[src/prfq_pkg.sv]
// Package for the pulse rate finger qualifier: shared types, register
// indexes, reset values and the control bundle passed between the finger and
// rate units. No dependencies.
`default_nettype none

package prfq_pkg;

   typedef logic [17:0]        level_type;
   typedef logic signed [13:0] raw_rate_type;
   typedef logic signed [10:0] value_type;
   typedef logic [7:0]         bpm_type;
   typedef logic [3:0]         count_type;
   typedef logic [2:0]         csr_index_type;

   localparam value_type NONE_CODE = -11'sd999;

   localparam csr_index_type CSR_ABSENT_THRESHOLD = 3'd0;
   localparam csr_index_type CSR_STRONG_THRESHOLD = 3'd1;
   localparam csr_index_type CSR_CONFIRM_WINDOWS  = 3'd2;
   localparam csr_index_type CSR_RATE_MIN         = 3'd3;
   localparam csr_index_type CSR_RATE_MAX         = 3'd4;
   localparam csr_index_type CSR_JUMP_LIMIT       = 3'd5;

   localparam level_type RESET_ABSENT_THRESHOLD = 18'd8000;
   localparam level_type RESET_STRONG_THRESHOLD = 18'd15000;
   localparam count_type RESET_CONFIRM_WINDOWS  = 4'd3;
   localparam bpm_type   RESET_RATE_MIN         = 8'd30;
   localparam bpm_type   RESET_RATE_MAX         = 8'd220;
   localparam bpm_type   RESET_JUMP_LIMIT       = 8'd30;

   typedef struct packed {
      level_type absent_threshold;
      level_type strong_threshold;
      count_type confirm_windows;
      bpm_type   rate_min;
      bpm_type   rate_max;
      bpm_type   jump_limit;
   } cfg_type;

   typedef enum logic [1:0] {
      PHASE_NONE   = 2'd0,
      PHASE_WARM   = 2'd1,
      PHASE_STABLE = 2'd2
   } phase_type;

   typedef enum logic [1:0] {
      ACT_KEEP  = 2'd0,
      ACT_CLEAR = 2'd1,
      ACT_BLANK = 2'd2,
      ACT_TRACK = 2'd3
   } action_type;

   typedef struct packed {
      action_type action;
      phase_type  phase;
   } finger_ctrl_type;

endpackage

`default_nettype wire

[src/pulse_rate_finger_qualifier.sv]
// Pulse rate finger qualifier, top level: input register, finger and rate
// units, result register. Depends on prfq_pkg, prfq_csr, prfq_finger, prfq_rate.
//
// Usage: one window summary (mean infrared level, raw pulse rate, raw oxygen)
// is a transfer on the req_ channel; each one yields exactly one transfer on
// the rsp_ channel with the shown rate, shown oxygen and finger status.
// A summary is first held in an input register; once the result register is free,
// the finger state machine and the rate history update and the result is loaded
// into the result register. Throughput is one summary per cycle while the
// receiver does not stall: all the work sits in one combinational pass between
// the two registers, and req_ready stays high while the result register is
// empty or being taken. When the receiver stalls, the result stays in the result
// register and one further summary waits in the input register; req_ready then
// drops. Synchronous reset empties both registers, returns the finger state to
// no finger, fills the history and shown values with -999 and loads the register
// reset values. The user must write registers over the csr_ port only while the
// block is idle; the block itself does not enforce this.
`default_nettype none

module pulse_rate_finger_qualifier import prfq_pkg::*; (
   input  wire logic          clock,
   input  wire logic          reset,
   input  wire logic          req_valid,
   output logic               req_ready,
   input  wire level_type     req_ir_average,
   input  wire raw_rate_type  req_raw_rate,
   input  wire value_type     req_raw_oxygen,
   output logic               rsp_valid,
   input  wire logic          rsp_ready,
   output value_type          rsp_shown_rate,
   output value_type          rsp_shown_oxygen,
   output logic [1:0]         rsp_finger_status,
   input  wire logic          csr_write,
   input  wire csr_index_type csr_index,
   input  wire level_type     csr_data
);

   logic            in_valid_ff;
   logic            in_valid_in;
   level_type       ir_ff;
   raw_rate_type    rate_ff;
   value_type       oxy_ff;
   logic            out_valid_ff;
   logic            out_valid_in;
   value_type       out_rate_ff;
   value_type       out_oxy_ff;
   logic [1:0]      out_status_ff;
   logic            out_free;
   logic            advance;
   logic            req_take;
   cfg_type         cfg;
   finger_ctrl_type ctrl;
   value_type       next_rate;
   value_type       next_oxy;

   assign out_free  = !out_valid_ff || rsp_ready;
   assign advance   = in_valid_ff && out_free;
   assign req_ready = !in_valid_ff || out_free;
   assign req_take  = req_valid && req_ready;

   always_comb begin
      in_valid_in = in_valid_ff;
      if (req_take) begin
         in_valid_in = 1'b1;
      end else if (advance) begin
         in_valid_in = 1'b0;
      end
      out_valid_in = out_valid_ff;
      if (advance) begin
         out_valid_in = 1'b1;
      end else if (rsp_ready) begin
         out_valid_in = 1'b0;
      end
   end

   always_ff @(posedge clock) begin
      if (reset) begin
         in_valid_ff  <= 1'b0;
         out_valid_ff <= 1'b0;
      end else begin
         in_valid_ff  <= in_valid_in;
         out_valid_ff <= out_valid_in;
      end
   end

   always_ff @(posedge clock) begin
      if (req_take) begin
         ir_ff   <= req_ir_average;
         rate_ff <= req_raw_rate;
         oxy_ff  <= req_raw_oxygen;
      end
      if (advance) begin
         out_rate_ff   <= next_rate;
         out_oxy_ff    <= next_oxy;
         out_status_ff <= ctrl.phase;
      end
   end

   prfq_csr u_csr (
      .clock     (clock),
      .reset     (reset),
      .csr_write (csr_write),
      .csr_index (csr_index),
      .csr_data  (csr_data),
      .cfg       (cfg)
   );

   prfq_finger u_finger (
      .clock      (clock),
      .reset      (reset),
      .advance    (advance),
      .ir_average (ir_ff),
      .cfg        (cfg),
      .ctrl       (ctrl)
   );

   prfq_rate u_rate (
      .clock        (clock),
      .reset        (reset),
      .advance      (advance),
      .ctrl         (ctrl),
      .raw_rate     (rate_ff),
      .raw_oxygen   (oxy_ff),
      .cfg          (cfg),
      .shown_rate   (next_rate),
      .shown_oxygen (next_oxy)
   );

   assign rsp_valid         = out_valid_ff;
   assign rsp_shown_rate    = out_rate_ff;
   assign rsp_shown_oxygen  = out_oxy_ff;
   assign rsp_finger_status = out_status_ff;

endmodule

`default_nettype wire

[src/prfq_csr.sv]
// Configuration registers of the pulse rate finger qualifier.
// Depends on prfq_pkg for the register indexes, reset values and cfg_type.
`default_nettype none

module prfq_csr import prfq_pkg::*; (
   input  wire logic          clock,
   input  wire logic          reset,
   input  wire logic          csr_write,
   input  wire csr_index_type csr_index,
   input  wire level_type     csr_data,
   output cfg_type            cfg
);

   cfg_type cfg_ff;
   cfg_type cfg_in;

   always_comb begin
      cfg_in = cfg_ff;
      if (csr_write) begin
         unique case (csr_index)
            CSR_ABSENT_THRESHOLD: cfg_in.absent_threshold = csr_data;
            CSR_STRONG_THRESHOLD: cfg_in.strong_threshold = csr_data;
            CSR_CONFIRM_WINDOWS:  cfg_in.confirm_windows  = csr_data[3:0];
            CSR_RATE_MIN:         cfg_in.rate_min         = csr_data[7:0];
            CSR_RATE_MAX:         cfg_in.rate_max         = csr_data[7:0];
            CSR_JUMP_LIMIT:       cfg_in.jump_limit       = csr_data[7:0];
            default:              cfg_in = cfg_ff;
         endcase
      end
   end

   always_ff @(posedge clock) begin
      if (reset) begin
         cfg_ff.absent_threshold <= RESET_ABSENT_THRESHOLD;
         cfg_ff.strong_threshold <= RESET_STRONG_THRESHOLD;
         cfg_ff.confirm_windows  <= RESET_CONFIRM_WINDOWS;
         cfg_ff.rate_min         <= RESET_RATE_MIN;
         cfg_ff.rate_max         <= RESET_RATE_MAX;
         cfg_ff.jump_limit       <= RESET_JUMP_LIMIT;
      end else begin
         cfg_ff <= cfg_in;
      end
   end

   assign cfg = cfg_ff;

endmodule

`default_nettype wire

[src/prfq_finger.sv]
// Finger presence state machine: classifies the mean infrared level and counts
// strong windows. Depends on prfq_pkg for the phase, action and cfg types.
`default_nettype none

module prfq_finger import prfq_pkg::*; (
   input  wire logic      clock,
   input  wire logic      reset,
   input  wire logic      advance,
   input  wire level_type ir_average,
   input  wire cfg_type   cfg,
   output finger_ctrl_type ctrl
);

   phase_type  phase_ff;
   phase_type  phase_in;
   count_type  count_ff;
   count_type  count_in;
   action_type action;
   logic [4:0] count_next;
   logic [4:0] confirm;

   always_comb begin
      count_next = {1'b0, count_ff} + 5'd1;
      confirm    = {1'b0, cfg.confirm_windows};
      phase_in   = phase_ff;
      count_in   = count_ff;
      action     = ACT_KEEP;
      if (ir_average < cfg.absent_threshold) begin
         phase_in = PHASE_NONE;
         count_in = '0;
         action   = ACT_CLEAR;
      end else if (ir_average < cfg.strong_threshold) begin
         if (phase_ff == PHASE_NONE) begin
            phase_in = PHASE_WARM;
            action   = ACT_BLANK;
         end
      end else if (count_next >= confirm || phase_ff == PHASE_STABLE) begin
         phase_in = PHASE_STABLE;
         count_in = (count_next > confirm) ? confirm[3:0] : count_next[3:0];
         action   = ACT_TRACK;
      end else begin
         count_in = count_next[3:0];
         action   = ACT_BLANK;
      end
   end

   always_ff @(posedge clock) begin
      if (reset) begin
         phase_ff <= PHASE_NONE;
         count_ff <= '0;
      end else if (advance) begin
         phase_ff <= phase_in;
         count_ff <= count_in;
      end
   end

   assign ctrl.action = action;
   assign ctrl.phase  = phase_in;

endmodule

`default_nettype wire

[src/prfq_rate.sv]
// Rate tracking: three-entry history, median, jump guard and held rate.
// Depends on prfq_pkg for value types, NONE_CODE and the finger control bundle.
`default_nettype none

module prfq_rate import prfq_pkg::*; (
   input  wire logic            clock,
   input  wire logic            reset,
   input  wire logic            advance,
   input  wire finger_ctrl_type ctrl,
   input  wire raw_rate_type    raw_rate,
   input  wire value_type       raw_oxygen,
   input  wire cfg_type         cfg,
   output value_type            shown_rate,
   output value_type            shown_oxygen
);

   function automatic value_type median3(value_type a, value_type b, value_type c);
      value_type lo;
      value_type hi;
      value_type mid;
      lo  = (a < b) ? a : b;
      hi  = (a < b) ? b : a;
      mid = (hi < c) ? hi : c;
      return (lo > mid) ? lo : mid;
   endfunction

   value_type    hist_ff [3];
   value_type    hist_in [3];
   value_type    hist_wr [3];
   logic [1:0]   slot_ff;
   logic [1:0]   slot_in;
   logic [1:0]   wr_slot;
   logic [1:0]   next_slot;
   value_type    held_ff;
   value_type    held_in;
   value_type    cur_rate_ff;
   value_type    cur_rate_in;
   value_type    cur_oxy_ff;
   value_type    cur_oxy_in;
   value_type    min_value;
   raw_rate_type min_raw;
   raw_rate_type max_raw;
   logic         rate_ok;
   logic         all_ok;
   logic         held_ok;
   value_type    med;
   logic signed [11:0] diff;
   logic [11:0]  magnitude;
   logic         jump_over;

   always_comb begin
      min_value = $signed({3'b000, cfg.rate_min});
      min_raw   = $signed({6'b000000, cfg.rate_min});
      max_raw   = $signed({6'b000000, cfg.rate_max});
      rate_ok   = (raw_rate >= min_raw) && (raw_rate <= max_raw);
      wr_slot   = (slot_ff == 2'd3) ? 2'd0 : slot_ff;
      next_slot = (wr_slot == 2'd2) ? 2'd0 : wr_slot + 2'd1;
      for (int i = 0; i < 3; i++) begin
         hist_wr[i] = (wr_slot == 2'(i)) ? raw_rate[10:0] : hist_ff[i];
      end
      all_ok    = (hist_wr[0] >= min_value) && (hist_wr[1] >= min_value) &&
                  (hist_wr[2] >= min_value);
      med       = median3(hist_wr[0], hist_wr[1], hist_wr[2]);
      held_ok   = held_ff >= min_value;
      diff      = {med[10], med} - {held_ff[10], held_ff};
      magnitude = diff[11] ? 12'(-diff) : 12'(diff);
      jump_over = magnitude > {4'b0000, cfg.jump_limit};

      hist_in     = hist_ff;
      slot_in     = slot_ff;
      held_in     = held_ff;
      cur_rate_in = cur_rate_ff;
      cur_oxy_in  = cur_oxy_ff;
      case (ctrl.action)
         ACT_CLEAR: begin
            for (int i = 0; i < 3; i++) begin
               hist_in[i] = NONE_CODE;
            end
            slot_in     = '0;
            held_in     = NONE_CODE;
            cur_rate_in = NONE_CODE;
            cur_oxy_in  = NONE_CODE;
         end
         ACT_BLANK: begin
            cur_rate_in = NONE_CODE;
            cur_oxy_in  = NONE_CODE;
         end
         ACT_TRACK: begin
            cur_oxy_in = raw_oxygen;
            if (rate_ok) begin
               hist_in = hist_wr;
               slot_in = next_slot;
               if (all_ok && held_ok && jump_over) begin
                  cur_rate_in = held_ff;
               end else if (all_ok) begin
                  cur_rate_in = med;
                  held_in     = med;
               end else begin
                  cur_rate_in = raw_rate[10:0];
                  held_in     = raw_rate[10:0];
               end
            end else begin
               cur_rate_in = held_ok ? held_ff : NONE_CODE;
            end
         end
         default: begin
            cur_rate_in = cur_rate_ff;
         end
      endcase
   end

   always_ff @(posedge clock) begin
      if (reset) begin
         for (int i = 0; i < 3; i++) begin
            hist_ff[i] <= NONE_CODE;
         end
         slot_ff     <= '0;
         held_ff     <= NONE_CODE;
         cur_rate_ff <= NONE_CODE;
         cur_oxy_ff  <= NONE_CODE;
      end else if (advance) begin
         hist_ff     <= hist_in;
         slot_ff     <= slot_in;
         held_ff     <= held_in;
         cur_rate_ff <= cur_rate_in;
         cur_oxy_ff  <= cur_oxy_in;
      end
   end

   assign shown_rate   = cur_rate_in;
   assign shown_oxygen = cur_oxy_in;

endmodule

`default_nettype wire

[config.mk]
export PLATFORM = sky130hd
export DESIGN_NAME = pulse_rate_finger_qualifier
export DESIGN_NICKNAME = d
export VERILOG_FILES = /design/src/prfq_pkg.sv /design/src/pulse_rate_finger_qualifier.sv /design/src/prfq_csr.sv /design/src/prfq_finger.sv /design/src/prfq_rate.sv
export SDC_FILE = /design/constraint.sdc
export NUM_CORES = 1
export LEC_CHECK = 0
export BUFFER_PORTS_ARGS = -buffer_cell sky130_fd_sc_hd__buf_4
export CAP_MARGIN = 20
export CORE_ASPECT_RATIO = 2
export CORE_MARGIN = 8
export CORE_UTILIZATION = 40
export DETAILED_ROUTE_END_ITERATION = 6
export PLACE_DENSITY = 0.66
export SETUP_SLACK_MARGIN = 0.05
export SLEW_MARGIN = 0
export SYNTH_ARGS = -nofsm -noshare
export SYNTH_HDL_FRONTEND = slang
export SYNTH_SLANG_ARGS = --single-unit
[constraint.sdc]
create_clock -name clock -period 10.55 [get_ports clock]
set_input_delay 2.11 -clock clock [delete_from_list [all_inputs] [get_ports clock]]
set_output_delay 2.11 -clock clock [all_outputs]
set_load 0.005 [all_outputs]
### Word level (Yosys, flattened, before mapping)

Index checks and enable logic that the tools add are counted.
Widths: inputs -> output; s select.

* register bits after elaboration: 207
* input port bits: 69
* logic and storage cells: 120

* $add $sub $neg: 4
* magnitude comparators: 14
* equality and inequality tests: 14
* mux-type cells: 38
* reductions and logical operators: 27

Operators by type and width (number)
* $mux 11: 12
* $pmux 11 s2: 3
* $pmux 33 s2: 1
* $ge 11x9->1: 4
* $lt 18x18->1: 2
* $mux 33: 1
* $lt 11x11->1: 2
* $mux 2: 10
* $mux 4: 4
* $ge 14x9->1: 1
* $le 14x9->1: 1
* $reduce_and 2->1: 7
* $gt 12x8->1: 1
* $mux 12: 1
* $neg 12->12: 1
* $sub 11x11->12: 1
* $gt 11x11->1: 1
* $eq 2x2->1 const B: 5
* $logic_and 1x1->1: 7
* $eq 3x2->1 const B: 2
* $eq 3x3->1 const B: 2
* $reduce_bool 2->1: 3
* $add 4x1->5 const B: 1
* $ge 5x4->1: 1
* 13 further kinds: 23

### Depth between registers and ports, before layout

Gate-level depths: netlist of run 1.

* depth in word-level cells: 18
* mapped depth: 54

### Hierarchy

Synthesis of run 1 repeated with hierarchy kept, for this count alone.

* cells, all modules: 1491
* area total of the unflattened synthesis: 13715.7 sq um

Modules (own cells, without submodules)
* prfq_rate: instances 1, cells an instance 985, area each 7617.3 sq um
* prfq_csr: instances 1, cells an instance 247, area each 2580.0 sq um
* pulse_rate_finger_qualifier: instances 1, cells an instance 77, area each 2115.8 sq um
* prfq_finger: instances 1, cells an instance 182, area each 1402.6 sq um

### Least setup slack after synthesis of run 1

OpenSTA, ideal clock, no wires.

* path kind: register -> register
* start point: reg u_rate.slot_ff[0]
* end point: reg out_rate_ff[1] (netlist: rsp_shown_rate[1]), data pin
* setup time: 0.263 ns
* arrival time: 10.611 ns
* setup slack: -0.324 ns
* cell stages (with the launch flop): 48
* clock period less this slack: 10.874 ns
* cell sequence: dfxtp_1 > inv_1 > ha_1 > buf_6 > buf_2 > mux2i_1 > inv_1 > ha_1 > a21o_1 > o21ai_0 > a211oi_1 > a211oi_4 > mux2i_4 > buf_2 > a21oi_1 > ha_1 > o21ai_0 > a2111oi_0 > [12 not listed] > ha_1 > or2b_1 > a21oi_1 > xor2_1 > or3_1 > o31ai_1 > xnor2_1 > ha_1 > a21oi_1 > nand2_1 > o21ai_0 > o2111ai_1 > o311ai_1 > a31oi_4 > o21a_1 > clkbuf_1 > a221oi_2 > nand2_1

* cells in the longest elaborated chain, start to end: 18

RTL lines
* start, declared: line prfq_rate.sv:30 `logic [1:0] slot_ff;`
* start signal, assigned: line prfq_rate.sv:123 `slot_ff <= slot_in;`
* $eq 2x2->1: line prfq_rate.sv:56 `wr_slot = (slot_ff == 2'd3) ? 2'd0 : slot_ff;`
* $mux 2 (*): line prfq_rate.sv:56
* $eq 2x1->1 / $logic_not 2->1 (equally long branches): line prfq_rate.sv:59 `hist_wr[i] = (wr_slot == 2'(i)) ? raw_rate[10:0] : hist_ff[i];`
* $mux 11: line prfq_rate.sv:59
* $lt 11x11->1: line prfq_rate.sv:21, prfq_rate.sv:22
* $mux 11: line prfq_rate.sv:22 `hi = (a < b) ? b : a;`
* $lt 11x11->1: line prfq_rate.sv:23 `mid = (hi < c) ? hi : c;`
* $mux 11: line prfq_rate.sv:23
* [3 not listed]
* $neg 12->12: line prfq_rate.sv:66 `magnitude = diff[11] ? 12'(-diff) : 12'(diff);`
* $mux 12: line prfq_rate.sv:66
* $gt 12x8->1: line prfq_rate.sv:67 `jump_over = magnitude > {4'b0000, cfg.jump_limit};`
* $logic_and 1x1->1: line prfq_rate.sv:93 `if (all_ok && held_ok && jump_over) begin`
* $mux 11 (*): line prfq_rate.sv:93
* $mux 11 (*): line prfq_rate.sv:90 `if (rate_ok) begin`
* $pmux 11 s2 (*): line prfq_rate.sv:74 `case (ctrl.action)`
* net next_rate[1]: line pulse_rate_finger_qualifier.sv:53 `value_type next_rate;`
* end signal, assigned: line pulse_rate_finger_qualifier.sv:93 `out_rate_ff <= next_rate;`
* end, declared: line pulse_rate_finger_qualifier.sv:45 `value_type out_rate_ff;`

The timed path passes the listed nets; every way through them passes the cells marked *.
A chain may end at the register's enable or synchronous reset.

### Worst setup path after layout of run 1

* start point: reg u_rate.slot_ff[0]
* end point: reg u_rate.held_ff[5]

* cells in the longest elaborated chain, start to end: 18

RTL lines
* $eq 2x2->1: line prfq_rate.sv:56
* $mux 2 (*): line prfq_rate.sv:56
* $eq 2x1->1 / $logic_not 2->1 (equally long branches): line prfq_rate.sv:59
* $mux 11: line prfq_rate.sv:59
* $lt 11x11->1: line prfq_rate.sv:21, prfq_rate.sv:22
* $mux 11: line prfq_rate.sv:22
* $lt 11x11->1: line prfq_rate.sv:23
* $mux 11: line prfq_rate.sv:23
* [2 not listed]
* $sub 11x11->12: line prfq_rate.sv:65 `diff = {med[10], med} - {held_ff[10], held_ff};`
* $neg 12->12: line prfq_rate.sv:66
* $mux 12: line prfq_rate.sv:66
* $gt 12x8->1: line prfq_rate.sv:67
* $logic_and 1x1->1: line prfq_rate.sv:93
* $mux 11 (*)
* $mux 11 (*): line prfq_rate.sv:90
* $pmux 11 s2 (*): line prfq_rate.sv:74
* end signal, assigned: line prfq_rate.sv:124 `held_ff <= held_in;`
* end, declared: line prfq_rate.sv:34 `value_type held_ff;`

Mark *: on every way between the ends. The rest lies on a longest branch, timed or not. The select of a mux whose other input is x is not followed.

==> out/metrics.csv, run 1 <==
stage,metric,value,unit
synthesis,post-synthesis cell type count,87,
synthesis,Cells after Synth,1400,
sta,Slew Limit Headroom,0.373,
synthesis,"Cell Area, Synth",0.0128,mm^2
drt,number of routed nets with antenna violations,0,
die,Core ar.,0.0314,mm^2
sta,fmax,97.9,MHz
power_and_ir_drop,Sw Share,0.356,
grt,vias in the first global route,11800,
synthesis,"top cells by area, synth","dfxtp_1, edfxtp_1, ha_1, nand2_1, a21oi_1",
place,port buffer count,94,
layout,fill count,2911,
layout,Layout Utilization,0.508,
power_and_ir_drop,peak supply drop,0.159,mV
synthesis,Post-synth top flop,dfxtp_1,
die,Die Y,269,um
sta,"Setup violations, final",0,
drt,routed vias/inst,5.70,
setup_path,RR Startpoint,u_rate.slot_ff[0],
sta,Final Hold Vio Count,0,
drt,Wirelength per Cell,21.3,um
sta,worst setup margin,0.335,ns
sta,final worst path period need,10.21,ns
layout,layout cells sized above 1,0.234,
hold_path,HP Start,u_csr.cfg[36],
clock_network,number of H-tree levels,1,
layout,"Area growth, synth to finish",25.2,%
setup_path,CP Capture Type,flop,
synthesis,Commonest cells post-synth,"nand2_1, ha_1, dfxtp_1",
place,placer congestion estimate,0.968,
drt,# DRC,0,
hold_path,Worst Hold End,u_csr.cfg[36],
grt,first-pass GRT wire length,64500,um
clock_network,Max Root-Sink Buffers,3,
synthesis,Synth area leader,dfxtp_1,
sta,Worst-Margin Slew,0.938,ns
clock_network,worst skew pair latency,0.52,ns
grt,initial antenna violation count,0,
drt,Detailed Route Iter0 Violations,564,
setup_path,Crit path required time,10.94,ns
hold_path,hold depth,2,
power_and_ir_drop,Sequential Power Share,0.310,
place,DP HPWL,32200,um
sta,fin crit share,0.968,
synthesis,"EDFF count, synth",67,
setup_path,CP max stage cell,a2111oi_4,
die,# rows,92,
clock_network,"CTS clk-pin slew, worst paths",0.07,ns
die,num ports,95,
power_and_ir_drop,P_int,0.00183,W
synthesis,synthesized net count,1611,
setup_path,FF-to-FF setup slack,0.34,ns
place,pre-CTS WS,-0.366,ns
grt,GRT Util Overall,0.221,
clock_network,CTS tree,built,
setup_path,CP Max Fanout,9,
synthesis,"count leader, synth",nand2_1,
setup_path,startpoint type of the worst setup path,flop,
power_and_ir_drop,Design Power,0.00284,W
drt,first-pass iteration count of the detailed router,5,
die,die area,0.0382,mm^2
grt,largest net degree at the start of global routing,69,
synthesis,Synth Register Bits,207,
drt,Post-Route WL,42700,um
drt,via count,11500,
synthesis,Synth Warn #,0,
sta,WHS,0.455,ns
setup_path,Setup Crit Path Kind,flop to flop,
setup_path,Worst path max stage delay,0.42,ns
place,placed cells,1937,
synthesis,average size of a mapped cell,9.11,um^2
power_and_ir_drop,Clock Power Share,0.276,
setup_path,CP arrival,10.60,ns
clock_network,CTS Sinks,207,
power_and_ir_drop,NetSw,0.00101,W
synthesis,sequential share of the synthesized area,0.377,
clock_network,Root Driver,clkbuf_16,
die,Die Width,142,um
setup_path,reg2reg end,u_rate.held_ff[5],
die,initial core utilization,0.406,
power_and_ir_drop,leak pwr,6.73,nW
power_and_ir_drop,Gate power share,0.415,
layout,area of the multi-input gates,0.00781,mm^2
layout,non-filler instance count after layout,2008,
synthesis,asr flop ratio synth,0,
synthesis,post-synth top area share,0.220,
sta,Clock Skew,0.0183,ns
clock_network,Num CTS Buffers,21,
status,status,finished clean,
setup_path,Worst R2R Path Depth,53,
hold_path,Hold Crit Class,flop to flop,
layout,register area,0.00482,mm^2
power_and_ir_drop,Pwr Density,177,mW/mm^2
grt,"Remaining Overflow, GRT",0,
layout,final net count,1780,
setup_path,critical path's most frequent cell,buf_4,
run,MaxCap Viol Count,0,
sta,"Slew Viols, Final",0,
-- metrics by stage --
step,area [um^2],TNS (ns)
global route,16000,-1.29
floorplan,12800,0
finish,16000,0
global placement,14400,-0.526
detailed placement,14400,-6.96
CTS,15200,0
-- flip-flops by register name, indices dropped and copies added, names as in the netlist, 11 cells and up --
name,cells
rate_ff,14
oxy_ff,11
u_rate.held_ff,11
u_csr.cfg,64
u_rate.cur_oxy_ff,11
u_rate.hist_ff,33
rsp_shown_oxygen,11
rsp_shown_rate,11
ir_ff,18
u_rate.cur_rate_ff,11
-- area by class of cell --
class | instances | area share
inverter | 140 | 0.0329
sequential | 207 | 0.301
clock buffer | 26 | 0.0353
tap | 423 | 0.0331
clock inverter | 11 | 0.00877
timing repair buffer | 199 | 0.0994
antenna | 2 | 0.000313
multi-input combinational | 1000 | 0.489
-- power by group through the flow --
stage / registers [W] / logic [W] / clock network, W
finish: 0.000878 / 0.00118 / 0.000781
global route: 0.000880 / 0.00126 / 0.000827
CTS: 0.000878 / 0.000953 / 0.000798
detailed placement: 0.000896 / 0.000899 / 0
global placement: 0.000895 / 0.000888 / 0
floorplan: 0.000888 / 0.000615 / 0
-- cells by family (layout without fill, tap and decap cells) --
group | count (synthesis) | in the layout | synth area share
buf+inv | 194 | 376 | 0.0599
simple gates | 371 | 371 | 0.135
other cells | 0 | 2 | 0
flops | 207 | 207 | 0.377
mux | 63 | 63 | 0.0548
xor+xnor | 19 | 19 | 0.0130
compound gates | 404 | 405 | 0.220
fa+ha+maj | 142 | 142 | 0.140
-- timing repair --
action,in CTS,in global routing
pin swaps,12,39
hold buffers,0,0
endpoints found under the setup margin,30,30
hold endpoints to repair,0,0
gates resized for setup,27,98
buffers inserted,3,22
cloned,1,2
-- layout by cell type, fill, tap and decap left out, types with 6 or more instances in the layout --
master     instances
buf_4            184
nand2_1          175
dfxtp_1          138
inv_1            130
ha_1             128
a21oi_1          105
edfxtp_1          67
nor2_1            61
o21ai_0           45
a22o_1            34
o211ai_1          32
mux2i_1           28
a21o_1            26
nor2b_1           22
clkbuf_16         21
nand2b_1          20
nand3_1           20
a21oi_2           20
nor3_1            14
mux2_2            13
a22oi_1           13
nand4_1           10
xnor2_1           10
a31oi_1           10
o21a_1            10
a211oi_1          10
inv_2              9
ha_4               9
mux2i_4            8
a211o_1            8
a221oi_1           8
mux2_4             7
mux2i_2            7
a221o_1            7
xor2_1             6
buf_12             6
-- worst max-delay path: cells and delay by family (launching register included) --
family	cells	cell delay, ns
compound gates	18	3.31
xor+xnor	2	0.25
fa+ha+maj	7	2.09
buf+inv	12	1.80
flops	1	0.36
mux	4	0.87
simple gates	10	1.38
-- worst max-delay path by stage --
stage	start	slack (ns)	end	depth (start not counted)
finish	u_rate.slot_ff[0]	0.34	u_rate.held_ff[5]	53
detailed placement	u_rate.slot_ff[0]	-0.37	rsp_shown_rate[3]	45
CTS	u_rate.slot_ff[0]	0.07	u_rate.cur_rate_ff[0]	47
global placement	u_rate.slot_ff[0]	-0.15	rsp_shown_rate[3]	47
floorplan	u_rate.slot_ff[0]	0.08	rsp_shown_rate[1]	48
global route	u_rate.slot_ff[0]	-0.09	u_rate.cur_rate_ff[0]	51
-- per-layer routing --
| layer | part of all wire | vias up | track usage |
|---|---|---|---|
| met3 | 0.038 | 186 | 0.0312 |
| met1 | 0.32 | 5508 | 0.195 |
| met4 | 0.096 | 0 | 0.192 |
| li1 | - | 5415 | - |
| met2 | 0.55 | 342 | 0.426 |
| met5 | 0 | - | 0 |
No activity file was read; power rests on OpenSTA's default activity.
==> run 2, diff against run 1 <==
- ABC_AREA: not set -> 1
==> run 2 against run 1 <==
  * Clock power fell by 2%
  * Sequential power up 2%
  * Critical path depth up 14
  * Utilization decreased by 4.5 points
  * Count of clock-buffer cells in the layout increased by 3
  * Register-to-register slack gained 0.61 ns
  * Flip-flop and latch count unchanged
  * Cell count is 10% higher
  * Power increased by 3.5%
  * Sequential share of layout area grew 2.4 points
  * Synthesized area up 0.45%
  * First-iteration DRC count is 0.53% higher
  * Critical endpoint is now rsp_shown_rate[4]
==> out/metrics.csv, run 2 <==
stage,metric,value,unit
status,status,finished clean,
grt,initial antenna violation count,0,
synthesis,Synth area leader,dfxtp_1,
clock_network,Num CTS Buffers,22,
synthesis,average size of a mapped cell,7.60,um^2
layout,# diodes,0,
clock_network,CTS Sinks,207,
sta,fmax,104,MHz
die,Die Width,143,um
power_and_ir_drop,leak pwr,6.81,nW
setup_path,startpoint type of the worst setup path,flop,
synthesis,Commonest cells post-synth,"nand2_1, inv_1, a21oi_1",
sta,RSZ-0062 raised after global routing,no,
grt,first-pass GRT wire length,55900,um
layout,non-filler instance count after layout,2214,
clock_network,hold_buf cts,0,
power_and_ir_drop,Design Power,0.00293,W
layout,most frequent cells in the layout,"nand2_1, inv_1, a21oi_1, ha_1, dfxtp_1",
run,MaxCap Viol Count,0,
synthesis,Synth Warn #,0,
setup_path,CP Max Fanout,13,
layout,max FFs per register,64,
place,DP Area,0.0139,mm^2
clock_network,worst skew pair latency,0.54,ns
setup_path,CP arrival,9.88,ns
grt,vias in the first global route,10700,
setup_path,CP Capture Type,flop,
grt,"Remaining Overflow, GRT",0,
layout,"Area growth, synth to finish",15.4,%
synthesis,"count leader, synth",nand2_1,
place,placed cells,2167,
sta,fin crit share,0.910,
synthesis,Post-synth top flop,dfxtp_1,
synthesis,sequential share of the synthesized area,0.376,
drt,via count,11200,
clock_network,"CTS clk-pin slew, worst paths",0.06,ns
clock_network,Root Driver,clkbuf_16,
synthesis,post-synth top area share,0.219,
setup_path,Worst path max stage delay,0.38,ns
place,port buffer count,94,
clock_network,number of H-tree levels,1,
clock_network,Max Root-Sink Buffers,3,
synthesis,post-synthesis cell type count,49,
layout,layout cells sized above 1,0.115,
die,initial core utilization,0.402,
clock_network,CTS tree,built,
layout,final net count,1983,
layout,area of the multi-input gates,0.00691,mm^2
grt,GRT Util Overall,0.179,
synthesis,"EDFF count, synth",67,
layout,register area,0.00482,mm^2
hold_path,Hold Crit Class,flop to flop,
layout,fill count,3251,
sta,Final Hold Vio Count,0,
synthesis,"Cell Area, Synth",0.0128,mm^2
die,Die Y,269,um
place,placer congestion estimate,0.920,
hold_path,hold depth,2,
sta,final worst path period need,9.60,ns
synthesis,asr flop ratio synth,0,
drt,Detailed Route Iter0 Violations,567,
setup_path,CP max stage cell,dfxtp_2,
drt,routed vias/inst,5.04,
synthesis,Cells after Synth,1686,
drt,number of routed nets with antenna violations,0,
drt,Wirelength per Cell,15.5,um
setup_path,FF-to-FF setup slack,0.95,ns
power_and_ir_drop,peak supply drop,0.153,mV
place,DP HPWL,25500,um
die,die area,0.0384,mm^2
synthesis,Synth Register Bits,207,
grt,largest net degree at the start of global routing,74,
drt,first-pass iteration count of the detailed router,5,
setup_path,critical path's most frequent cell,nand2_1,
die,num ports,95,
die,Core ar.,0.0319,mm^2
sta,Slew Limit Headroom,0.241,
sta,setup tns final,0,ns
die,# rows,93,
setup_path,Worst R2R Path Depth,67,
layout,post-route design area,0.0148,mm^2
sta,worst setup margin,0.946,ns
synthesis,"top cells by area, synth","dfxtp_1, edfxtp_1, ha_1, nand2_1, inv_1",
drt,Post-Route WL,34400,um
setup_path,Setup Crit Path Kind,flop to flop,
sta,Clock Skew,0.0159,ns
layout,"most common cell after layout, fill and taps aside",nand2_1,
setup_path,Crit path required time,10.82,ns
sta,"Setup violations, final",0,
place,pre-CTS WS,0.290,ns
sta,Worst-Margin Slew,1.14,ns
sta,"Slew Viols, Final",0,
synthesis,synthesized net count,1897,
power_and_ir_drop,Pwr Density,198,mW/mm^2
drt,# DRC,0,
## run 2: cell types whose count changed after synthesis, sizes merged, moves of 14 or more
cell and delta:
nor2 +22, nand2b -20, inv +101, mux2i -43, nand3 +76, a22o -34
nor2b -24, a22oi -14, mux2 -20, o21ai +78, a21oi +29, nand2 +226
a21o -24
## run 2: what timing repair did
action                                  in CTS  in global routing
setup buffers                                0                  7
endpoints found under the setup margin       0                 30
resized for setup                            0                 32
## run 2: final cells by class
type | instances | area share
flip-flops and latches | 207 | 0.326
clock inverters | 10 | 0.00575
multi-input cells | 1179 | 0.467
clock buffers | 29 | 0.0425
inverters | 243 | 0.0620
repair buffers | 119 | 0.0604
well taps | 427 | 0.0361
## run 2: per-layer routing
metal  track usage  vias up  share of wire  routed length, um
met5             0        -              0                  0
met3        0.0246       54          0.045               1550
met2         0.305      243           0.47              16300
met1         0.226     5059           0.45              15600
met4        0.0616        0          0.029                980
li1              -     5811              -                  -
## run 2: critical path: cells and delay by family (launching register included)
family	cells	cell delay, ns
AO/OA/AOI/OAI	20	2.58
XOR/XNOR	1	0.16
AND/OR/NAND/NOR	30	2.92
adder cells (fa/ha/maj)	6	1.97
buffers and inverters	10	1.28
flip-flops	1	0.38
## run 2: worst paths after layout
check	startpoint	end
max	u_rate.slot_ff[0]	rsp_shown_rate[4]
min	u_csr.cfg[46]	u_csr.cfg[46]
max reg2reg	u_rate.slot_ff[0]	rsp_shown_rate[4]
min reg2reg	u_csr.cfg[46]	u_csr.cfg[46]
## run 2: cells by family after synthesis
logic type / after synthesis / share of synthesized area
simple gates: 644 / 0.218
flops: 207 / 0.376
compound gates: 376 / 0.165
buf+inv: 301 / 0.0917
xor+xnor: 16 / 0.0109
fa+ha+maj: 142 / 0.139
## run 2: power breakdown
part	switching (W)	internal [W]
combinational	0.000773	0.000507
sequential	0.0000244	0.000868
clock	0.000338	0.000424
## run 2: per-stage QoR
step,utilization,hold slack (ns)
floorplan,-,0.424
global placement,0.437,0.437
detailed placement,0.437,0.443
CTS,0.459,0.452
global route,0.464,0.474
finish,0.464,0.448
==> run 3, diff against run 2 <==
- CORE_MARGIN: 8 -> 2
- GPL_TIMING_DRIVEN: not set -> 0
==> run 3 against run 2 <==
  * Routed wire length increased by 17%
  * Non-clock buffer count increased by 44
  * Flip-flop and latch count unchanged
  * Clock skew decreased by 0.0067 ns
  * First-iteration DRC count increased by 10%
  * Highest routed layer unchanged
  * Sequential power about the same
==> out/metrics.csv, run 3 (synthesized netlist as in run 2, its figures left out) <==
stage,metric,value,unit
die,die area,0.0336,mm^2
grt,met1 Use GR,0.211,
layout,most frequent cells in the layout,"nand2_1, inv_1, a21oi_1, dfxtp_1, ha_1",
setup_path,Crit path required time,10.82,ns
grt,M2 GR Usage,0.465,
grt,initial antenna violation count,0,
drt,Post-Route WL,40200,um
setup_path,"Buf+Inv Stages, Crit Path",14,
layout,# diodes,0,
place,port buffer count,93,
layout,layout cells sized above 1,0.131,
sta,"Setup violations, final",0,
layout,max FFs per register,64,
clock_network,CTS tree,built,
sta,Final Hold Vio Count,0,
drt,Wirelength per Cell,17.9,um
grt,grt met3 use,0.0254,
power_and_ir_drop,peak supply drop,0.132,mV
sta,Slew Limit Headroom,0.454,
place,DP Area,0.0141,mm^2
clock_network,worst skew pair latency,0.52,ns
grt,"Remaining Overflow, GRT",0,
setup_path,"CP delay by family, top",simple AND/OR/NAND/NOR gates,
sta,Clock Skew,0.00920,ns
die,Die Y,257,um
layout,"Area growth, synth to finish",18.0,%
drt,# DRC,0,
clock_network,Num CTS Buffers,21,
drt,Detailed Route Iter0 Violations,625,
setup_path,CP Capture Type,flop,
grt,vias in the first global route,11500,
drt,number of routed nets with antenna violations,0,
sta,fin crit share,0.954,
layout,post-route design area,0.0151,mm^2
grt,GRT Util Overall,0.237,
clock_network,number of H-tree levels,1,
sta,Worst-Margin Slew,0.811,ns
clock_network,Max Root-Sink Buffers,3,
status,status,finished clean,
power_and_ir_drop,Pwr Density,200,mW/mm^2
layout,non-filler instance count after layout,2250,
grt,largest net degree at the start of global routing,34,
sta,WHS,0.457,ns
drt,via count,11800,
clock_network,CTS Sinks,207,
power_and_ir_drop,leak pwr,6.88,nW
clock_network,hold_buf cts,0,
clock_network,"CTS clk-pin slew, worst paths",0.07,ns
die,num ports,95,
layout,"most common cell after layout, fill and taps aside",nand2_1,
run,MaxCap Viol Count,0,
grt,"Most Used Layer, Global Route",met2,
layout,fill count,3141,
setup_path,critical path's most frequent cell,nand2_1,
setup_path,startpoint type of the worst setup path,flop,
setup_path,CP max stage cell,dfxtp_4,
setup_path,Setup Crit Path Kind,flop to flop,
setup_path,CP Max Fanout,10,
drt,first-pass iteration count of the detailed router,5,
setup_path,Worst path max stage delay,0.38,ns
hold_path,Hold Crit Class,flop to flop,
place,DP HPWL,31900,um
setup_path,CP arrival,10.33,ns
place,placed cells,2203,
die,# rows,92,
sta,fmax,99.4,MHz
sta,worst setup margin,0.489,ns
place,placer congestion estimate,0.979,
layout,Layout Utilization,0.479,
die,initial core utilization,0.406,
sta,final worst path period need,10.06,ns
place,pre-CTS WS,-1.61,ns
layout,final net count,2025,
die,Die Width,131,um
die,Core ar.,0.0315,mm^2
clock_network,Root Driver,clkbuf_16,
drt,routed vias/inst,5.22,
grt,first-pass GRT wire length,60700,um
sta,"Slew Viols, Final",0,
[run 3: what timing repair did]
action	4_1_cts	5_1_grt
gates resized for setup	44	65
pin swaps	2	17
setup endpoints to repair	30	30
setup buffers	1	11
hold endpoints to repair	0	0
[run 3: worst paths after layout]
check                                       start                 to  slack, ns  cells past startpoint
worst min-delay path                u_csr.cfg[63]      u_csr.cfg[63]       0.46                      2
worst max register to register  u_rate.slot_ff[0]  rsp_shown_rate[3]       0.49                     71
worst max-delay path            u_rate.slot_ff[0]  rsp_shown_rate[3]       0.49                     71
worst min register to register      u_csr.cfg[63]      u_csr.cfg[63]       0.46                      2
[run 3: per-layer routing]
layer  vias up  share of wire  wire length [um]
met2       263           0.55             22200
met5         -              0                 0
met1      5445           0.33             13100
met3       138          0.030              1230
met4         0          0.090              3620
li1       5907              -                 -
[run 3: worst register-to-register path, delay by kind of cell (launching register included)]
family,cells,cell delay (ns)
AND/OR/NAND/NOR,30,2.98
adder cells (fa/ha/maj),6,1.86
XOR/XNOR,1,0.17
flip-flops,1,0.38
AO/OA/AOI/OAI,20,2.86
buffers and inverters,14,1.55
[run 3: cell type report]
cell class                      instances  area, um^2  area share
Tap cell                              423         529      0.0350
Sequential cell                       207        4820       0.319
Inverter                              243         912      0.0603
Timing Repair Buffer                  106         808      0.0535
Clock buffer                           28         562      0.0372
Buffer                                 57         320      0.0212
Multi-Input combinational cell       1178        7130       0.471
Clock inverter                          8        42.5     0.00281
[run 3: metrics by stage]
| step | setup TNS [ns] | power, W |
|---|---|---|
| after floorplan | 0 | 0.00185 |
| after global placement | -36.90 | 0.00215 |
| after detailed placement | -41.79 | 0.00218 |
| after CTS | 0 | 0.00292 |
| after global routing | -0.561 | 0.00323 |
| final | 0 | 0.00303 |
[run 3: power by group]
group / internal (W) / leakage (nW) / switching (W)
registers: 0.000868 / 1.79 / 0.0000273
logic: 0.000584 / 4.79 / 0.000857
clock network: 0.000374 / 0.294 / 0.000317
total: 0.00183 / 6.88 / 0.00120
